<file path="config.mk">
export PLATFORM = sky130hd
export DESIGN_NAME = scaled_sprite_blit_core
export DESIGN_NICKNAME = d
export VERILOG_FILES = /design/src/sv/ssb_pkg.sv /design/src/sv/ssb_regs.sv /design/src/sv/scaled_sprite_blit_core.sv
export SDC_FILE = /design/constraint.sdc
export NUM_CORES = 1
export LEC_CHECK = 0
export ABC_CLOCK_PERIOD_IN_PS = 9400
export BUFFER_PORTS_ARGS = -buffer_cell sky130_fd_sc_hd__buf_2
export CORE_AREA = 3 3 188 190
export DETAILED_ROUTE_END_ITERATION = 16
export DIE_AREA = 0 0 191 193
export PLACE_DENSITY_LB_ADDON = 0.25
export SLEW_MARGIN = 20
export SYNTH_ARGS = -nofsm -noshare
export SYNTH_HDL_FRONTEND = slang
export SYNTH_SLANG_ARGS = --single-unit
</file>
<file path="constraint.sdc">
create_clock -name clk_i -period 9.4 [get_ports clk_i]
set_input_delay 0.94 -clock clk_i [delete_from_list [all_inputs] [get_ports clk_i]]
set_output_delay 0.94 -clock clk_i [all_outputs]
set_load 0.01 [all_outputs]
</file>
<file path="src/sv/ssb_pkg.sv">
`timescale 1ns / 1ps
`default_nettype none

package ssb_pkg;

  // field widths
  localparam int unsigned DIM_W   = 11;
  localparam int unsigned POS_W   = 12;
  localparam int unsigned SRC_W   = 10;
  localparam int unsigned COLOR_W = 32;
  localparam int unsigned ADDR_W  = 20;

  // register port
  localparam int unsigned APB_AW = 5;
  localparam int unsigned APB_DW = 32;

  // color that marks a transparent source pixel
  localparam logic [COLOR_W-1:0] KEY_COLOR = 32'hFF00_0000;

  // reset values of the registers
  localparam logic [DIM_W-1:0] CANVAS_W_RST = 11'd640;
  localparam logic [DIM_W-1:0] CANVAS_H_RST = 11'd480;
  localparam logic [DIM_W-1:0] SPRITE_W_RST = 11'd32;
  localparam logic [DIM_W-1:0] SPRITE_H_RST = 11'd32;

  // register indexes (byte address / 4)
  typedef enum logic [2:0] {
    REG_CANVAS_W = 3'd0,
    REG_CANVAS_H = 3'd1,
    REG_SPRITE_W = 3'd2,
    REG_SPRITE_H = 3'd3,
    REG_POS_X    = 3'd4,
    REG_POS_Y    = 3'd5,
    REG_MIRROR   = 3'd6
  } ssb_reg_e;

  typedef struct packed {
    logic [DIM_W-1:0]        canvas_width;
    logic [DIM_W-1:0]        canvas_height;
    logic [DIM_W-1:0]        sprite_width;
    logic [DIM_W-1:0]        sprite_height;
    logic signed [POS_W-1:0] pos_x;
    logic signed [POS_W-1:0] pos_y;
    logic                    mirror;
  } ssb_cfg_t;

  typedef struct packed {
    logic [SRC_W-1:0]   src_col;
    logic [SRC_W-1:0]   src_row;
    logic [COLOR_W-1:0] pixel_color;
  } ssb_in_t;

  typedef struct packed {
    logic [ADDR_W-1:0]  dest_addr;
    logic [COLOR_W-1:0] dest_color;
    logic               last_write;
  } ssb_out_t;

endpackage

`default_nettype wire

</file>
<file path="src/sv/ssb_regs.sv">
`timescale 1ns / 1ps
`default_nettype none

module ssb_regs (
  input  wire logic                       clk_i,
  input  wire logic                       rst_ni,
  input  wire logic                       psel,
  input  wire logic                       penable,
  input  wire logic                       pwrite,
  input  wire logic [ssb_pkg::APB_AW-1:0] paddr,
  input  wire logic [ssb_pkg::APB_DW-1:0] pwdata,
  output logic      [ssb_pkg::APB_DW-1:0] prdata,
  output logic                            pready,
  output ssb_pkg::ssb_cfg_t               cfg_o
);
  import ssb_pkg::*;

  ssb_cfg_t cfg_q;
  ssb_reg_e reg_idx;
  logic     wr_en;

  assign reg_idx = ssb_reg_e'(paddr[APB_AW-1:2]);
  assign wr_en   = psel & penable & pwrite;
  assign pready  = 1'b1;
  assign cfg_o   = cfg_q;

  // register writes in the access phase
  always_ff @(posedge clk_i or negedge rst_ni) begin
    if (!rst_ni) begin
      cfg_q.canvas_width  <= CANVAS_W_RST;
      cfg_q.canvas_height <= CANVAS_H_RST;
      cfg_q.sprite_width  <= SPRITE_W_RST;
      cfg_q.sprite_height <= SPRITE_H_RST;
      cfg_q.pos_x         <= '0;
      cfg_q.pos_y         <= '0;
      cfg_q.mirror        <= 1'b0;
    end else if (wr_en) begin
      unique case (reg_idx)
        REG_CANVAS_W: cfg_q.canvas_width  <= pwdata[DIM_W-1:0];
        REG_CANVAS_H: cfg_q.canvas_height <= pwdata[DIM_W-1:0];
        REG_SPRITE_W: cfg_q.sprite_width  <= pwdata[DIM_W-1:0];
        REG_SPRITE_H: cfg_q.sprite_height <= pwdata[DIM_W-1:0];
        REG_POS_X:    cfg_q.pos_x         <= $signed(pwdata[POS_W-1:0]);
        REG_POS_Y:    cfg_q.pos_y         <= $signed(pwdata[POS_W-1:0]);
        REG_MIRROR:   cfg_q.mirror        <= pwdata[0];
        default: ;
      endcase
    end
  end

  // read mux
  always_comb begin
    prdata = '0;
    unique case (reg_idx)
      REG_CANVAS_W: prdata = APB_DW'(cfg_q.canvas_width);
      REG_CANVAS_H: prdata = APB_DW'(cfg_q.canvas_height);
      REG_SPRITE_W: prdata = APB_DW'(cfg_q.sprite_width);
      REG_SPRITE_H: prdata = APB_DW'(cfg_q.sprite_height);
      REG_POS_X:    prdata = APB_DW'($unsigned(cfg_q.pos_x));
      REG_POS_Y:    prdata = APB_DW'($unsigned(cfg_q.pos_y));
      REG_MIRROR:   prdata = APB_DW'(cfg_q.mirror);
      default:      prdata = '0;
    endcase
  end

endmodule

`default_nettype wire

</file>
<file path="src/sv/scaled_sprite_blit_core.sv">
// Pipeline: input register, then job register, then the write walker that drives the output.
// Throughput: one write per cycle while out_stall_i is low; an item has 1 to
//   SCALE_FACTOR*SCALE_FACTOR surviving writes, items with none never occupy the
//   walker, and the input side takes one item per cycle while the walker keeps up.
// Reset (rst_ni low, asynchronous) empties the pipeline and loads the register reset values.
`timescale 1ns / 1ps
`default_nettype none

module scaled_sprite_blit_core #(
  parameter int unsigned SCALE_FACTOR = 2,
  parameter int unsigned MAX_DIM      = 1024
) (
  input  wire logic                       clk_i,
  input  wire logic                       rst_ni,
  // source pixels
  input  wire logic                       in_valid_i,
  output logic                            in_stall_o,
  input  wire ssb_pkg::ssb_in_t           in_item_i,
  // destination writes
  output logic                            out_valid_o,
  input  wire logic                       out_stall_i,
  output ssb_pkg::ssb_out_t               out_item_o,
  // register port
  input  wire logic                       psel,
  input  wire logic                       penable,
  input  wire logic                       pwrite,
  input  wire logic [ssb_pkg::APB_AW-1:0] paddr,
  input  wire logic [ssb_pkg::APB_DW-1:0] pwdata,
  output logic      [ssb_pkg::APB_DW-1:0] prdata,
  output logic                            pready
);
  import ssb_pkg::*;

  localparam int unsigned CNT_W   = (SCALE_FACTOR > 1) ? $clog2(SCALE_FACTOR) : 1;
  localparam int unsigned CRD_W   = 13 + $clog2(SCALE_FACTOR);
  localparam int unsigned CAP_INT = (MAX_DIM > 2047) ? 2047 : MAX_DIM;
  localparam logic [DIM_W-1:0]        DIM_CAP = DIM_W'(CAP_INT);
  localparam logic [CRD_W-1:0]        SCALE_C = CRD_W'(SCALE_FACTOR);
  localparam logic signed [CRD_W-1:0] SPAN    = CRD_W'(SCALE_FACTOR - 1);

  ssb_cfg_t cfg;

  ssb_regs u_regs (
    .clk_i   (clk_i),
    .rst_ni  (rst_ni),
    .psel    (psel),
    .penable (penable),
    .pwrite  (pwrite),
    .paddr   (paddr),
    .pwdata  (pwdata),
    .prdata  (prdata),
    .pready  (pready),
    .cfg_o   (cfg)
  );

  // clamped sizes
  logic [DIM_W-1:0] cw, ch, sw, sh;
  assign cw = (cfg.canvas_width  > DIM_CAP) ? DIM_CAP : cfg.canvas_width;
  assign ch = (cfg.canvas_height > DIM_CAP) ? DIM_CAP : cfg.canvas_height;
  assign sw = (cfg.sprite_width  > DIM_CAP) ? DIM_CAP : cfg.sprite_width;
  assign sh = (cfg.sprite_height > DIM_CAP) ? DIM_CAP : cfg.sprite_height;

  // input register
  logic    in_valid_q;
  ssb_in_t in_q;

  // job register: clipped block of one source pixel
  logic               job_valid_q;
  logic [DIM_W-1:0]   job_x_q, job_y_q;
  logic [CNT_W-1:0]   job_na_q, job_nb_q;
  logic [COLOR_W-1:0] job_color_q;

  // write walker, doubles as the output register
  logic               busy_q;
  logic [ADDR_W-1:0]  addr_q, row_q;
  logic [CNT_W-1:0]   a_q, b_q, na_q, nb_q;
  logic [COLOR_W-1:0] color_q;

  // block placement and clipping
  logic                    src_ok, live_x, live_y, item_live;
  logic [DIM_W-1:0]        dcol;
  logic [CRD_W-1:0]        xoff, yoff;
  logic signed [CRD_W-1:0] x0, y0, x_end, y_end, x_first, y_first, x_last, y_last;
  logic signed [CRD_W-1:0] cw_s, ch_s, dx, dy;

  always_comb begin
    src_ok  = ({1'b0, in_q.src_col} < sw) && ({1'b0, in_q.src_row} < sh)
              && (in_q.pixel_color != KEY_COLOR);
    dcol    = cfg.mirror ? (sw - DIM_W'(1) - {1'b0, in_q.src_col}) : {1'b0, in_q.src_col};
    xoff    = CRD_W'(dcol) * SCALE_C;
    yoff    = CRD_W'(in_q.src_row) * SCALE_C;
    x0      = CRD_W'(cfg.pos_x) + $signed(xoff);
    y0      = CRD_W'(cfg.pos_y) + $signed(yoff);
    x_end   = x0 + SPAN;
    y_end   = y0 + SPAN;
    cw_s    = $signed(CRD_W'(cw));
    ch_s    = $signed(CRD_W'(ch));
    x_first = x0[CRD_W-1] ? '0 : x0;
    y_first = y0[CRD_W-1] ? '0 : y0;
    x_last  = (x_end >= cw_s) ? (cw_s - CRD_W'(1)) : x_end;
    y_last  = (y_end >= ch_s) ? (ch_s - CRD_W'(1)) : y_end;
    live_x  = !x_end[CRD_W-1] && (x_first < cw_s);
    live_y  = !y_end[CRD_W-1] && (y_first < ch_s);
    dx      = x_last - x_first;
    dy      = y_last - y_first;
    item_live = src_ok && live_x && live_y;
  end

  // handshake chain
  logic last, out_fire, walk_take, job_free, in_move, in_free, in_fire;

  assign last      = (a_q == na_q) && (b_q == nb_q);
  assign out_fire  = busy_q && !out_stall_i;
  assign walk_take = !busy_q || (out_fire && last);
  assign job_free  = !job_valid_q || walk_take;
  assign in_move   = in_valid_q && (!item_live || job_free);
  assign in_free   = !in_valid_q || in_move;
  assign in_fire   = in_valid_i && in_free;
  assign in_stall_o = !in_free;

  // start address of a block
  logic [2*DIM_W-1:0] row_prod;
  logic [ADDR_W-1:0]  start_addr;
  assign row_prod   = job_y_q * cw;
  assign start_addr = row_prod[ADDR_W-1:0] + ADDR_W'(job_x_q);

  // pipeline valids
  always_ff @(posedge clk_i or negedge rst_ni) begin
    if (!rst_ni) begin
      in_valid_q  <= 1'b0;
      job_valid_q <= 1'b0;
      busy_q      <= 1'b0;
    end else begin
      if (in_free) begin
        in_valid_q <= in_valid_i;
      end
      if (job_free) begin
        job_valid_q <= in_valid_q && item_live;
      end
      if (walk_take) begin
        busy_q <= job_valid_q;
      end
    end
  end

  // input and job payload
  always_ff @(posedge clk_i) begin
    if (in_fire) begin
      in_q <= in_item_i;
    end
    if (job_free && in_valid_q && item_live) begin
      job_x_q     <= x_first[DIM_W-1:0];
      job_y_q     <= y_first[DIM_W-1:0];
      job_na_q    <= dx[CNT_W-1:0];
      job_nb_q    <= dy[CNT_W-1:0];
      job_color_q <= in_q.pixel_color;
    end
  end

  // walker: row by row, left to right
  always_ff @(posedge clk_i) begin
    if (walk_take) begin
      if (job_valid_q) begin
        addr_q  <= start_addr;
        row_q   <= start_addr;
        a_q     <= '0;
        b_q     <= '0;
        na_q    <= job_na_q;
        nb_q    <= job_nb_q;
        color_q <= job_color_q;
      end
    end else if (out_fire) begin
      if (a_q == na_q) begin
        a_q    <= '0;
        b_q    <= b_q + CNT_W'(1);
        row_q  <= row_q + ADDR_W'(cw);
        addr_q <= row_q + ADDR_W'(cw);
      end else begin
        a_q    <= a_q + CNT_W'(1);
        addr_q <= addr_q + ADDR_W'(1);
      end
    end
  end

  assign out_valid_o           = busy_q;
  assign out_item_o.dest_addr  = addr_q;
  assign out_item_o.dest_color = color_q;
  assign out_item_o.last_write = last;

endmodule

`default_nettype wire

</file>
==> metrics.txt <==
setup TNS=0 ns; Final setup viols=0; Mapped Area=0.01844 mm²; crit end category=output port; Placed Cells=2258; core area=0.03362 mm²; total I/O pin count=184; fraction of registers with async set/reset=0.2813; DR vias=12930; via/cell ratio=5.593; Area Overhead vs Synth=11.49%; diode count=0; Slew @ Worst Pin=1.097 ns; CP most frequent cell=ha_1; max-slew violations=0; Worst R2R End=job_color_q[12]; Min-Delay Startpoint=job_color_q[22]; critical path type=reg2out; Initial Util=0.5486; PostCTS Resize Cnt=0; largest net degree at the start of global routing=73; worst-path fanout max=14; worst reg2reg path depth=31; critical path arrival=7.49 ns; CP top delay family=compound AO/OA/AOI/OAI gates; syn avg cell area=10.76 µm²; total placed instance area=0.01954 mm²; top_reg_cell synth=edfxtp_1; FF-to-FF Start=u_regs.cfg_o[46]; cell leakage power=9.217 nW; CP max stage delay=0.54 ns; dpl ws=1.532 ns; worst IR drop on VDD=202.3 µV; Synth cell types=82; post-route ant nets=0; htree depth=1; # nets final=2189; Final Power=0.005743 W; RD Place Congestion=0.9220; final worst-path cycle share=0.8971; DR iter-0 viols=564; Yosys reg bits=256; Final HPWL DP=32180 µm; Clock Path Buffers=3; Pre-antenna DRT Iters=5; vias in the first global route=13090; EDFF count, synth=184; initial antenna violation count=0; layout cell share with drive strength beyond 1=0.1711; Final Instance Area=0.02056 mm²; Reg clk slew, reported paths=0.06 ns; total track usage=0.2272; most frequent cells in the layout=nand2_1, edfxtp_1, inv_1; most common cell after layout, fill and taps aside=nand2_1; Critical Path Stages=31; WP data required=8.46 ns; Syn Inst Count=1714; Final Skew=0.01100 ns; hold path endpoint=color_q[22]; die area=0.03686 mm²; run status=complete, no violations; Yosys warnings=0; drt wl/cell=17.93 µm; # rows=67; Setup Fix Bufs, Post-CTS=0; Cell Pwr Density=279.3 mW/mm²; Final Hold Fails=0; max cap viols=0; CTS buffer count=29; worst hold path type=reg2reg; setup slack, reg-to-reg=1.50 ns; Rel. slew slack=0.2662; hold depth=0; fin crit period=8.433 ns; drc violations=0; die width=191 µm; setup ws final=0.9671 ns; global route total overflow=0; unrepaired setup endpoints after global routing=false; clock sinks=256; Buffers & Inverters on Critical Path=4; worst-skew pair later-pin latency=0.57 ns; Die H=193 µm; Final Non-Filler Cells=2312; CP startpoint kind=flip-flop; CTS tree=yes; cts-stage hold buffer count=0; clock root cell=clkbuf_16; input/output buffers=140; slowest cell on the critical path=or4_4; WL final=41470 µm; first-pass GRT wire length=67110 µm; highest clock rate=0.1186 GHz; register area share after synthesis=0.3979
## cell type report
type / instances / area, µm²
Clock buffer: 36 / 803.3
Clock inverter: 18 / 209.0
Fill cell: 2803 / 13060
Inverter: 182 / 683.2
Multi-Input combinational cell: 1214 / 10130
Sequential cell: 256 / 7337
Tap cell: 448 / 560.5
Timing Repair Buffer: 158 / 838.3
## registers in the layout, indices dropped and copies added (netlist names)
register and flops:
a_q 1, addr_q 20, b_q 1, color_q 32, in_q 52, in_valid_q 1, job_color_q 32, job_na_q 1
job_nb_q 1, job_valid_q 1, job_x_q 11, job_y_q 11, na_q 1, nb_q 1, out_valid_o 1, row_q 20
u_regs.cfg_o 69
## where the power goes
part	switching [W]	total [W]	internal, W
clock network	0.000459	0.00118	0.000718
logic	0.00168	0.00293	0.00125
registers	0.000131	0.00163	0.00150
## metrics by stage
stage,hold slack (ns),util
floorplan,0.4003,-
global placement,0.4011,0.5810
detailed placement,0.4045,0.5813
CTS,0.4182,0.6115
global route,0.4206,0.6116
finish,0.4175,0.6116
## synth_stat cells, drive strengths merged (22+ instances only)
library cell  instances  area [µm²]
fa                   94        1882
mux2i                26       272.8
buf                  31       210.2
xnor2                54       480.5
ha                  158        1977
nor2                 75       281.5
nand2               195       732.0
xor2                 40       350.3
a21oi                54       270.3
nand3                22       115.1
edfxtp              184        5525
o21a                 23       172.7
inv                 180       675.7
a21o                 28       210.2
nor2b                36       225.2
clkbuf               50       187.7
and2                 39       244.0
o21ai                73       372.9
dfrtp                64        1602
mux2                 67       754.5
## cells by family (layout without fill, tap and decap cells)
| logic type | after synthesis | count (layout) | share of synthesized area |
|---|---|---|---|
| XOR/XNOR | 95 | 95 | 0.04628 |
| multiplexers | 101 | 101 | 0.06548 |
| AND/OR/NAND/NOR | 476 | 476 | 0.1260 |
| flip-flops | 256 | 256 | 0.3979 |
| AO/OA/AOI/OAI | 269 | 269 | 0.09608 |
| other | 2 | 21 | 0.0004073 |
| buffers and inverters | 263 | 394 | 0.05862 |
| adder cells (fa/ha/maj) | 252 | 252 | 0.2093 |
## worst max-delay path by stage
| stage | from | to |
|---|---|---|
| floorplan | u_regs.cfg_o[46] | job_color_q[0] |
| global placement | u_regs.cfg_o[46] | job_color_q[8] |
| detailed placement | u_regs.cfg_o[46] | job_color_q[11] |
| CTS | u_regs.cfg_o[46] | in_stall_o |
| global route | u_regs.cfg_o[46] | in_stall_o |
| finish | u_regs.cfg_o[46] | in_stall_o |
## metal layers
layer,track usage,wire (µm),vias to the layer above
met5,0,0,-
met4,0.05560,1005,0
met3,0.03580,2296,77
met2,0.3998,20530,353
met1,0.2972,17630,6325
li1,-,-,6176
## worst reg2reg max path: cells and delay by family, from the launching register on
kind	cells	cell delay, ns
DFF	1	0.50
muxes	1	0.10
and+or+nand+nor	8	1.76
buffers and inverters	4	1.08
xor gates and xnor gates	2	0.27
adders and majority gates	3	0.87
AOI/OAI and AO/OA	13	2.97
Note: power is estimated with default switching activity, not from simulation.
